<file path="src/hw/rtl/madr_pkg.sv">
// package: table sizes, codes and shared types of the address decoder
package madr_pkg;

    localparam int REGION_ENTRIES = 8;
    localparam int MIRROR_ENTRIES = 16;

    localparam int REG_IDX_W = (REGION_ENTRIES > 1) ? $clog2(REGION_ENTRIES) : 1;
    localparam int REG_CNT_W = $clog2(REGION_ENTRIES + 1);
    localparam int MIR_IDX_W = (MIRROR_ENTRIES > 1) ? $clog2(MIRROR_ENTRIES) : 1;
    localparam int MIR_CNT_W = $clog2(MIRROR_ENTRIES + 1);

    // operation codes
    localparam logic [1:0] MODE_ADD_REGION = 2'd0;
    localparam logic [1:0] MODE_ADD_MIRROR = 2'd1;

    // result status codes
    localparam logic [2:0] ST_ADDED      = 3'd0;
    localparam logic [2:0] ST_TRANSLATED = 3'd1;
    localparam logic [2:0] ST_UNMAPPED   = 3'd2;
    localparam logic [2:0] ST_FULL       = 3'd3;
    localparam logic [2:0] ST_INVERTED   = 3'd4;

    typedef logic [15:0] t_addr;
    typedef logic [16:0] t_len;

    typedef struct packed {
        logic  we;
        t_addr start;
        t_addr length;
    } t_reg_wr;

    typedef struct packed {
        logic  we;
        t_addr source;
        t_addr target;
        t_len  length;
    } t_mir_wr;

    typedef struct packed {
        t_addr start;
        t_addr length;
    } t_reg_rd;

    typedef struct packed {
        t_addr source;
        t_addr target;
        t_len  length;
    } t_mir_rd;

    typedef struct packed {
        logic [2:0] status;
        logic [2:0] region_index;
        t_addr      offset;
        t_addr      folded_address;
    } t_result;

endpackage

</file>
<file path="src/hw/rtl/madr_in_if.sv">
// request channel of the address decoder
interface madr_in_if;
    logic        valid;
    logic        ready;
    logic [1:0]  mode;
    logic [15:0] address;
    logic [15:0] region_size;
    logic [15:0] source_end;
    logic [15:0] mirror_start;
    logic [15:0] mirror_end;

    modport source (output valid, mode, address, region_size, source_end,
                    mirror_start, mirror_end, input ready);
    modport sink   (input valid, mode, address, region_size, source_end,
                    mirror_start, mirror_end, output ready);
endinterface

</file>
<file path="src/hw/rtl/madr_out_if.sv">
// result channel of the address decoder
interface madr_out_if;
    logic        valid;
    logic        ready;
    logic [2:0]  status;
    logic [2:0]  region_index;
    logic [15:0] offset;
    logic [15:0] folded_address;

    modport source (output valid, status, region_index, offset, folded_address,
                    input ready);
    modport sink   (input valid, status, region_index, offset, folded_address,
                     output ready);
endinterface

</file>
<file path="src/hw/rtl/madr_range_unit.sv">
// shared range unit: tests base <= value < base + length and gives value - base
module madr_range_unit
    import madr_pkg::*;
(
    input  t_addr i_value,
    input  t_addr i_base,
    input  t_len  i_length,
    output logic  o_hit,
    output t_addr o_diff
);

    logic [16:0] w_end;

    // end of range in 17 bits so it never wraps
    assign w_end  = {1'b0, i_base} + i_length;
    assign o_hit  = (i_value >= i_base) && ({1'b0, i_value} < w_end);
    assign o_diff = i_value - i_base;

endmodule

</file>
<file path="src/hw/rtl/madr_tables.sv">
// region and mirror tables with append-only writes and fill counts
module madr_tables
    import madr_pkg::*;
(
    input  logic                 i_clk,
    input  logic                 i_rst_n,
    input  t_reg_wr              i_reg_wr,
    input  t_mir_wr              i_mir_wr,
    input  logic [REG_IDX_W-1:0] i_reg_idx,
    input  logic [MIR_IDX_W-1:0] i_mir_idx,
    output t_reg_rd              o_reg_rd,
    output t_mir_rd              o_mir_rd,
    output logic [REG_CNT_W-1:0] o_reg_count,
    output logic [MIR_CNT_W-1:0] o_mir_count
);

    t_reg_rd              r_reg_tab [REGION_ENTRIES];
    t_mir_rd              r_mir_tab [MIRROR_ENTRIES];
    logic [REG_CNT_W-1:0] r_reg_count;
    logic [MIR_CNT_W-1:0] r_mir_count;

    // fill counts
    always_ff @(posedge i_clk) begin
        if (!i_rst_n) begin
            r_reg_count <= '0;
            r_mir_count <= '0;
        end else begin
            if (i_reg_wr.we) begin
                r_reg_count <= r_reg_count + REG_CNT_W'(1);
            end
            if (i_mir_wr.we) begin
                r_mir_count <= r_mir_count + MIR_CNT_W'(1);
            end
        end
    end

    // entries are appended at the current count
    always_ff @(posedge i_clk) begin
        if (i_reg_wr.we) begin
            r_reg_tab[r_reg_count[REG_IDX_W-1:0]] <= '{start: i_reg_wr.start,
                                                      length: i_reg_wr.length};
        end
        if (i_mir_wr.we) begin
            r_mir_tab[r_mir_count[MIR_IDX_W-1:0]] <= '{source: i_mir_wr.source,
                                                      target: i_mir_wr.target,
                                                      length: i_mir_wr.length};
        end
    end

    assign o_reg_rd    = r_reg_tab[i_reg_idx];
    assign o_mir_rd    = r_mir_tab[i_mir_idx];
    assign o_reg_count = r_reg_count;
    assign o_mir_count = r_mir_count;

endmodule

</file>
<file path="src/hw/rtl/mirrored_address_range_decoder_unit.sv">
// Programmable address decoder with mirroring. One request is handled at a time and
// the request channel is ready only while the sequencer is idle. Adding a region or
// rejecting an inverted or full request goes from the idle state straight to the done
// state. Adding a mirror range appends one table entry per cycle, at most 16 entries
// in all, until the span is covered or the table is full. A translation walks the
// mirror table and then the region table one entry per cycle through a single shared
// range compare unit; the walk of a table ends at its first hit or at its fill count.
// A finished result sits in an output register until the result transfer; the next
// request can be taken while it waits.
module mirrored_address_range_decoder_unit
    import madr_pkg::*;
(
    input  logic          i_clk,
    input  logic          i_rst_n,
    madr_in_if.sink       i_in,
    madr_out_if.source    o_out
);

    typedef enum logic [2:0] {
        S_IDLE,
        S_MIR_ADD,
        S_FOLD,
        S_REGION,
        S_DONE
    } t_state;

    t_state               r_state, n_state;
    t_addr                r_addr, n_addr;
    t_len                 r_size, n_size;
    t_len                 r_remain, n_remain;
    t_addr                r_target, n_target;
    logic [MIR_CNT_W-1:0] r_mi, n_mi;
    logic [REG_CNT_W-1:0] r_ri, n_ri;
    t_addr                r_fold, n_fold;
    t_result              r_res, n_res;
    logic                 r_out_valid, n_out_valid;
    t_result              r_out, n_out;

    t_reg_wr              w_reg_wr;
    t_mir_wr              w_mir_wr;
    t_reg_rd              w_reg_rd;
    t_mir_rd              w_mir_rd;
    logic [REG_CNT_W-1:0] w_reg_count;
    logic [MIR_CNT_W-1:0] w_mir_count;
    t_addr                w_value, w_base, w_diff;
    t_len                 w_len, w_piece;
    logic                 w_hit, w_accept, w_inverted;

    // tables
    madr_tables u_tables (
        .i_clk       (i_clk),
        .i_rst_n     (i_rst_n),
        .i_reg_wr    (w_reg_wr),
        .i_mir_wr    (w_mir_wr),
        .i_reg_idx   (r_ri[REG_IDX_W-1:0]),
        .i_mir_idx   (r_mi[MIR_IDX_W-1:0]),
        .o_reg_rd    (w_reg_rd),
        .o_mir_rd    (w_mir_rd),
        .o_reg_count (w_reg_count),
        .o_mir_count (w_mir_count)
    );

    // shared range unit: mirror targets while folding, region starts afterwards
    assign w_value = (r_state == S_FOLD) ? r_addr : r_fold;
    assign w_base  = (r_state == S_FOLD) ? w_mir_rd.target : w_reg_rd.start;
    assign w_len   = (r_state == S_FOLD) ? w_mir_rd.length : {1'b0, w_reg_rd.length};

    madr_range_unit u_range (
        .i_value  (w_value),
        .i_base   (w_base),
        .i_length (w_len),
        .o_hit    (w_hit),
        .o_diff   (w_diff)
    );

    // handshake and request checks
    assign w_accept   = i_in.valid && i_in.ready;
    assign i_in.ready = (r_state == S_IDLE);
    assign w_inverted = (i_in.source_end < i_in.address) ||
                        (i_in.mirror_end < i_in.mirror_start);
    assign w_piece    = (r_remain < r_size) ? r_remain : r_size;

    // table writes
    always_comb begin
        w_reg_wr        = '0;
        w_reg_wr.we     = w_accept && (i_in.mode == MODE_ADD_REGION) &&
                          (w_reg_count < REG_CNT_W'(REGION_ENTRIES));
        w_reg_wr.start  = i_in.address;
        w_reg_wr.length = i_in.region_size;
        w_mir_wr        = '0;
        w_mir_wr.we     = (r_state == S_MIR_ADD) && (r_remain != '0) &&
                          (w_mir_count < MIR_CNT_W'(MIRROR_ENTRIES));
        w_mir_wr.source = r_addr;
        w_mir_wr.target = r_target;
        w_mir_wr.length = w_piece;
    end

    // sequencer next state
    always_comb begin
        n_state     = r_state;
        n_addr      = r_addr;
        n_size      = r_size;
        n_remain    = r_remain;
        n_target    = r_target;
        n_mi        = r_mi;
        n_ri        = r_ri;
        n_fold      = r_fold;
        n_res       = r_res;
        n_out_valid = r_out_valid;
        n_out       = r_out;

        // result register frees on transfer
        if (r_out_valid && o_out.ready) begin
            n_out_valid = 1'b0;
        end

        case (r_state)
            S_IDLE: begin
                if (w_accept) begin
                    n_addr = i_in.address;
                    n_res  = '0;
                    case (i_in.mode)
                        MODE_ADD_REGION: begin
                            n_state = S_DONE;
                            if (w_reg_wr.we) begin
                                n_res.status       = ST_ADDED;
                                n_res.region_index = 3'(w_reg_count);
                            end else begin
                                n_res.status = ST_FULL;
                            end
                        end
                        MODE_ADD_MIRROR: begin
                            if (w_inverted) begin
                                n_res.status = ST_INVERTED;
                                n_state      = S_DONE;
                            end else begin
                                n_size   = {1'b0, i_in.source_end} -
                                           {1'b0, i_in.address} + 17'd1;
                                n_remain = {1'b0, i_in.mirror_end} -
                                           {1'b0, i_in.mirror_start} + 17'd1;
                                n_target = i_in.mirror_start;
                                n_state  = S_MIR_ADD;
                            end
                        end
                        default: begin
                            n_mi    = '0;
                            n_state = S_FOLD;
                        end
                    endcase
                end
            end
            // one mirror piece per cycle
            S_MIR_ADD: begin
                if (r_remain == '0) begin
                    n_res.status = ST_ADDED;
                    n_state      = S_DONE;
                end else if (!w_mir_wr.we) begin
                    n_res.status = ST_FULL;
                    n_state      = S_DONE;
                end else begin
                    n_remain = r_remain - w_piece;
                    n_target = r_target + r_size[15:0];
                end
            end
            // first covering mirror entry folds the address back to its source
            S_FOLD: begin
                if (r_mi >= w_mir_count) begin
                    n_fold  = r_addr;
                    n_ri    = '0;
                    n_state = S_REGION;
                end else if (w_hit) begin
                    n_fold  = w_mir_rd.source + w_diff;
                    n_ri    = '0;
                    n_state = S_REGION;
                end else begin
                    n_mi = r_mi + MIR_CNT_W'(1);
                end
            end
            // first covering region gives index and offset
            S_REGION: begin
                n_res.folded_address = r_fold;
                if (r_ri >= w_reg_count) begin
                    n_res.status = ST_UNMAPPED;
                    n_state      = S_DONE;
                end else if (w_hit) begin
                    n_res.status       = ST_TRANSLATED;
                    n_res.region_index = 3'(r_ri);
                    n_res.offset       = w_diff;
                    n_state            = S_DONE;
                end else begin
                    n_ri = r_ri + REG_CNT_W'(1);
                end
            end
            // hand the result to the output register once it is free
            S_DONE: begin
                if (!r_out_valid || o_out.ready) begin
                    n_out       = r_res;
                    n_out_valid = 1'b1;
                    n_state     = S_IDLE;
                end
            end
            default: begin
                n_state = S_IDLE;
            end
        endcase
    end

    // state and registered outputs
    always_ff @(posedge i_clk) begin
        if (!i_rst_n) begin
            r_state     <= S_IDLE;
            r_out_valid <= 1'b0;
        end else begin
            r_state     <= n_state;
            r_out_valid <= n_out_valid;
        end
        r_addr   <= n_addr;
        r_size   <= n_size;
        r_remain <= n_remain;
        r_target <= n_target;
        r_mi     <= n_mi;
        r_ri     <= n_ri;
        r_fold   <= n_fold;
        r_res    <= n_res;
        r_out    <= n_out;
    end

    assign o_out.valid          = r_out_valid;
    assign o_out.status         = r_out.status;
    assign o_out.region_index   = r_out.region_index;
    assign o_out.offset         = r_out.offset;
    assign o_out.folded_address = r_out.folded_address;

endmodule

</file>
<file path="src/flat_wrapper.sv">
// flat-port wrapper written by rule: the top's interface ports become plain ports
module mirrored_address_range_decoder_unit_flat import madr_pkg::*;
  (i_clk, i_rst_n, i_in_valid, i_in_mode, i_in_address, i_in_region_size, i_in_source_end, i_in_mirror_start, i_in_mirror_end, i_in_ready, o_out_valid, o_out_status, o_out_region_index, o_out_offset, o_out_folded_address, o_out_ready);
  madr_in_if i_in_i ();
  madr_out_if o_out_i ();
  input  logic i_clk;
  input  logic i_rst_n;
  input wire logic [$bits(i_in_i.valid)-1:0] i_in_valid;
  input wire logic [$bits(i_in_i.mode)-1:0] i_in_mode;
  input wire logic [$bits(i_in_i.address)-1:0] i_in_address;
  input wire logic [$bits(i_in_i.region_size)-1:0] i_in_region_size;
  input wire logic [$bits(i_in_i.source_end)-1:0] i_in_source_end;
  input wire logic [$bits(i_in_i.mirror_start)-1:0] i_in_mirror_start;
  input wire logic [$bits(i_in_i.mirror_end)-1:0] i_in_mirror_end;
  output wire logic [$bits(i_in_i.ready)-1:0] i_in_ready;
  output wire logic [$bits(o_out_i.valid)-1:0] o_out_valid;
  output wire logic [$bits(o_out_i.status)-1:0] o_out_status;
  output wire logic [$bits(o_out_i.region_index)-1:0] o_out_region_index;
  output wire logic [$bits(o_out_i.offset)-1:0] o_out_offset;
  output wire logic [$bits(o_out_i.folded_address)-1:0] o_out_folded_address;
  input wire logic [$bits(o_out_i.ready)-1:0] o_out_ready;
  assign i_in_i.valid = i_in_valid;
  assign i_in_i.mode = i_in_mode;
  assign i_in_i.address = i_in_address;
  assign i_in_i.region_size = i_in_region_size;
  assign i_in_i.source_end = i_in_source_end;
  assign i_in_i.mirror_start = i_in_mirror_start;
  assign i_in_i.mirror_end = i_in_mirror_end;
  assign i_in_ready = i_in_i.ready;
  assign o_out_valid = o_out_i.valid;
  assign o_out_status = o_out_i.status;
  assign o_out_region_index = o_out_i.region_index;
  assign o_out_offset = o_out_i.offset;
  assign o_out_folded_address = o_out_i.folded_address;
  assign o_out_i.ready = o_out_ready;
  mirrored_address_range_decoder_unit u_core (.i_clk(i_clk), .i_rst_n(i_rst_n), .i_in(i_in_i), .o_out(o_out_i));
endmodule
</file>
<file path="config.mk">
export PLATFORM = sky130hd
export DESIGN_NAME = mirrored_address_range_decoder_unit_flat
export DESIGN_NICKNAME = d
export VERILOG_FILES = /design/src/hw/rtl/madr_pkg.sv /design/src/hw/rtl/madr_in_if.sv /design/src/hw/rtl/madr_out_if.sv /design/src/hw/rtl/madr_range_unit.sv /design/src/hw/rtl/madr_tables.sv /design/src/hw/rtl/mirrored_address_range_decoder_unit.sv /design/src/flat_wrapper.sv
export SDC_FILE = /design/constraint.sdc
export NUM_CORES = 2
export LEC_CHECK = 0
export ABC_AREA = 1
export BUFFER_PORTS_ARGS = -buffer_cell sky130_fd_sc_hd__buf_2
export CORE_MARGIN = 8
export CORE_UTILIZATION = 40
export DETAILED_ROUTE_END_ITERATION = 12
export PLACE_DENSITY = 0.58
export SETUP_SLACK_MARGIN = 0.2
export SLEW_MARGIN = 25
export SYNTH_ARGS = -nofsm -noshare
export SYNTH_HDL_FRONTEND = slang
export SYNTH_HIERARCHICAL = 1
export SYNTH_SLANG_ARGS = --single-unit
</file>
<file path="constraint.sdc">
create_clock -name i_clk -period 11.9 [get_ports i_clk]
set_clock_uncertainty 0.15 [all_clocks]
set_input_delay 2.38 -clock i_clk [delete_from_list [all_inputs] [get_ports i_clk]]
set_output_delay 2.38 -clock i_clk [all_outputs]
set_load 0.02 [all_outputs]
</file>
Word-level counts from Yosys, hierarchy flattened
Memories as Yosys holds them, arrays and structs flattened. A register that Yosys moved wholly into a read port is not among the register bits. Cells that the tools add are included.

Flip-flop bits (word level): 180. Memories: 2. Memory bits (writable): 1040. Output and inout port bits: 40.

Bitwise gates (word level): 1. Eq/ne operators: 20. Mux-type cells: 61. $lt $le $gt $ge: 9. $add $sub $neg: 13. Reduce and logical (&&, ||, !) cells: 32.

Memory list: u_core.u_tables.r_mir_tab (words 16, width 49, rd ports 1, clocked after Yosys merged registers in 1, write ports 1, RTL line madr_tables.sv:18) `t_mir_rd r_mir_tab [MIRROR_ENTRIES];`; u_core.u_tables.r_reg_tab (words 8, width 32, rd ports 1, clocked after Yosys merged registers in 1, write ports 1, RTL line madr_tables.sv:17) `t_reg_rd r_reg_tab [REGION_ENTRIES];`.

Operators by type and width (count): two-way mux 16 bit (9); two-way mux 17 bit (7); one-hot mux 35 bit (2 select lines) (1); two-way mux 3 bit (16); two-way mux 38 bit (1); adder 17 x 1 -> 17 bit, second input constant (2); one-hot mux 17 bit (2 select lines) (1); subtractor 16 x 16 -> 17 bit (2); adder 16 bit (2); < comparator 16 bit (2); one-hot mux 16 bit (2 select lines) (1); two-way mux 22 bit (1); inequality test 2 bit, second input constant (11); two-way mux 4 bit (5); two-way mux 5 bit (4); two-way mux 19 bit (1); adder 16 x 17 -> 17 bit (1); logical NOT 17 bit (1); < comparator 16 x 17 -> 1 bit (1); < comparator 17 bit (1); nonzero test 17 bit (1); subtractor 17 bit (1); greater-or-equal comparator 16 bit (1); AND reduction 4 bit (4); other kinds (33) (59).

Longest topological paths before layout
Word-level depth: 9. Gate-level depth with buffers: 37. Mapped depth without buffers: 34.

Cells and area by module
Netlist, hierarchy kept.

Modules (own cells, without submodules): madr_tables (sequential area each 31410.1 um^2, area each 44111.1 um^2, cells an instance 3963, times used 1); mirrored_address_range_decoder_unit (sequential area each 5094.9 um^2, area each 12443.2 um^2, cells an instance 1478, times used 1); madr_range_unit (sequential area each 0.0 um^2, area each 1929.4 um^2, cells an instance 295, times used 1).

Worst setup path before layout
Ideal clock, no wire load.

Path type: input port to flip-flop. Start: input i_in_mirror_start[2]. End: register u_core.r_remain[0] (enable). Data required time: 11.281 ns. Buffers on the path: 0. Data arrival time: 5.921 ns. Stages: 13. Path slack: 5.360 ns. Cells stage by stage: inv_1 > ha_1 > inv_1 > fa_1 > o21ai_0 > nand4_1 > o211ai_1 > nand3_1 > nand2_1 > nand2_1 > inv_1 > nand3_1 > o21ai_0.

Word-level cells in the longest chain between the ends: 4.

Ends and longest elaborated chain: from (decl) (RTL line flat_wrapper.sv:13) `input wire logic [$bits(i_in_i.mirror_start)-1:0] i_in_mirror_start;`; < comparator 16 bit (RTL line mirrored_address_range_decoder_unit.sv:80) `(i_in.mirror_end < i_in.mirror_start);`; logical OR 1 bit (RTL line mirrored_address_range_decoder_unit.sv:79) `assign w_inverted = (i_in.source_end < i_in.address) ||`; inequality test 2 bit (no source line); AND reduction 6 bit (no source line); to (signal assigned) (RTL line mirrored_address_range_decoder_unit.sv:219) `r_remain <= n_remain;`; to (decl) (RTL line mirrored_address_range_decoder_unit.sv:30) `t_len r_remain, n_remain;`.

No other way between the ends. A chain may end at the register's enable or synchronous reset.

==> reports/summary.md <==
STA
* worst-margin pin slew: 1.12 ns
* total count of hold-check failures in the final report: 0
* Min Hold Slack: 0.257 ns
* RSZ-0062 raised after global routing: no
* minimum clock period after layout: 7.07 ns
* crit share post-route: 59.4%
* final setup TNS: 0 ns
* worst rel slew slack: 24.3%
* maximum frequency from static timing analysis: 0.142 GHz
* Pins Over Slew Limit: 0
* number of setup violations in the final report: 0

Floorplanning
* Die ar.: 159000 um2
* number of placed I/O pins: 126
* core box area: 145000 um2
* x dimension of the die: 398 um
* row cnt: 140
* Initial Util: 40.2%
* overall die height: 398 um

Global routing
* sum of overflow across all layers after global routing: 0
* maximum number of pins on one net before global-route repair: 210
* vias in the first global route: 38500
* first-pass GRT wire length: 239 mm
* number of antenna violations at the first check in global routing: 6
* overall routing resource usage: 19.7%

Clock network
* quantity of gates resized following cts: 0
* count of buffers added by post-CTS timing repair for setup: 0
* clk buf depth: 3
* clk sinks: 1220
* CTS hold repair buffers: 0
* H-tree level count: 4
* Skew-Pair Late Insertion Delay: 0.77 ns
* number of CTS-inserted buffers: 133
* clock tree from TritonCTS: yes
* clock transition at the register clock pins on the worst setup and hold paths after CTS: 0.06 ns
* clock root buffer master: clkbuf_16

Cells and area
* leading cell type in the layout, fill and taps excluded: nand2_1
* core utilization of the finished layout: 44.8%
* most frequent cells in the layout: nand2_1 (1540), edfxtp_1 (1207), inv_1 (911)
* final standard cell count with taps included and fillers excluded: 7848
* number of fill cells in the layout: 13500
* fraction of final layout cells with drive strength greater than 1: 7.81%
* nets: 6119
* final design area excluding fillers: 65100 um2
* relative area change from synthesis to final layout: 11.4%

Power
* Cell Pwr Density: 262 nW/um2
* Lkg Pwr: 27.2 nW
* Max VDD drop: 0.000305 V

Setup path
* Critical Path Fanout Max: 168
* CP arrival: 7.28 ns
* top cell family by delay on the critical path: buffers and inverters
* category of the most critical setup path: flip-flop to flip-flop
* worst path required time: 12.11 ns
* Setup crit end kind: flip-flop
* delay of the slowest critical-path stage: 0.88 ns
* Most common cell on crit path: nand2_1
* Critical Path Start Type: flip-flop
* highest-delay cell along the critical path: buf_4
* combined buffer and inverter count along the critical path: 3

Place
* GPL Wtd Cong: 0.870
* Placed Instances: 7605
* cell area after placement: 60800 um2
* number of port buffers: 125
* detailed placer's ending HPWL: 93.0 mm

Yosys
* post-synthesis async set-or-reset flop share: 0%
* Synth Area per Inst: 10.2 um2
* post-synth cell types: 60
* number of flops mapped to enable cells by yosys: 1207
* Synth area leader: edfxtp_1
* cells after synthesis: 5736
* sequential area share after synthesis: 62.4%
* Synth Net Count: 6032
* area share of the leading cell type in the synthesized netlist: 62.0%
* count of warnings emitted by yosys: 6
* dominant cells by area after synthesis: edfxtp_1 (62%), nand2_1 (9.9%), inv_1 (5.9%)
* flops & latches, synth: 1220
* Synth Flop Type: edfxtp_1
* combined area of all synthesized cells: 58500 um2

Drt
* aggregate routed wire length: 160 mm
* Final ANT Viol Nets: 0
* Routed met3 length: 10.1 mm
* initial DRC count: 3655
* Detail Route met2 WL: 73.7 mm
* final routed wire length divided by cell count: 20.3 um
* routed vias/inst: 5.11
* Via Count: 40100
* Pre-Repair DR Iteration Count: 6
* uppermost routed layer: met4
* Post-route DRC: 0
* wire length on met1: 71.9 mm

Run status
* result of the run: finished clean

Worst hold path
* worst min path class: flip-flop to flip-flop

Job
* number of violations of the max-capacitance limit: 0

## stage by stage
step / power (mW) / setup slack [ns]
6_report: 17.1 / 4.83
5_1_grt: 18.2 / 4.26
4_1_cts: 17.1 / 4.80
3_5_place_dp: 13.0 / 4.85
3_3_place_gp: 12.9 / 4.49
2_1_floorplan: 10.9 / 5.36
## flip-flops by register name (all words and copies together) (netlist names), 4 cells and up
signal	flops
u_core/o_out.folded_address	16
u_core/o_out.offset	16
u_core/r_addr	16
u_core/r_fold	16
u_core/r_mi	5
u_core/r_remain	17
u_core/r_res	38
u_core/r_ri	4
u_core/r_size	17
u_core/r_target	16
u_core/u_tables/o_mir_count	5
u_core/u_tables/o_reg_count	4
u_core/u_tables/r_mir_tab	784
u_core/u_tables/r_reg_tab	256
## kinds of logic (layout without fill, tap and decap cells)
kind of cell / count (synthesis) / in the layout / synth area share, %
AOI/OAI and AO/OA: 507 / 507 / 4.85
xor gates and xnor gates: 73 / 73 / 1.09
adders and majority gates: 210 / 210 / 4.76
buffers and inverters: 1161 / 1350 / 8.54
DFF: 1220 / 1220 / 62.4
other: 0 / 6 / 0
and+or+nand+nor: 2565 / 2565 / 18.3
## power by group
part / internal [mW] / total, mW / leakage (nW) / switching, mW
logic: 2.33 / 7.50 / 14.1 / 5.17
registers: 5.25 / 5.47 / 11.0 / 0.221
clock network: 2.42 / 4.11 / 2.10 / 1.70
total: 10.0 / 17.1 / 27.2 / 7.09
## worst paths after layout
path                                  startpoint                endpoint  slack, ns  cells past startpoint
worst max-delay path              u_core/r_mi[0]        u_core/r_res[19]       4.83                     30
worst min-delay path            u_core/r_res[20]  u_core/o_out.offset[4]       0.26                      0
worst max register to register    u_core/r_mi[0]        u_core/r_res[19]       4.83                     30
worst min register to register  u_core/r_res[20]  u_core/o_out.offset[4]       0.26                      0
## per-layer routing
metal	up-vias	global-route usage (%)
li1	19200	-
met1	19400	28.0
met2	1283	31.8
met3	210	2.62
met4	0	5.86
met5	-	0
## synthesized netlist by cell type, types with 16 or more instances
library cell  instances
nand2_1            1540
edfxtp_1           1207
inv_1               914
nand3_1             654
nor2_1              286
ha_1                189
o21ai_0             173
a21oi_1             118
buf_2                97
o21ai_1              79
o22ai_1              66
buf_6                59
clkbuf_1             55
xor2_1               46
xnor2_1              27
nor3_1               23
fa_1                 21
nand4_1              16
## final cells by class
class / instances / area, um2 / share of cell area (%)
Antenna cell: 6 / 15.0 / 0.0231
Clock buffer: 165 / 3500 / 5.37
Clock inverter: 72 / 797 / 1.22
Inverter: 924 / 3490 / 5.36
Multi-Input combinational cell: 3355 / 17200 / 26.4
Sequential cell: 1220 / 36500 / 56.0
Tap cell: 1917 / 2400 / 3.68
Timing Repair Buffer: 189 / 1210 / 1.86
No activity file was read; power rests on OpenSTA's default activity.
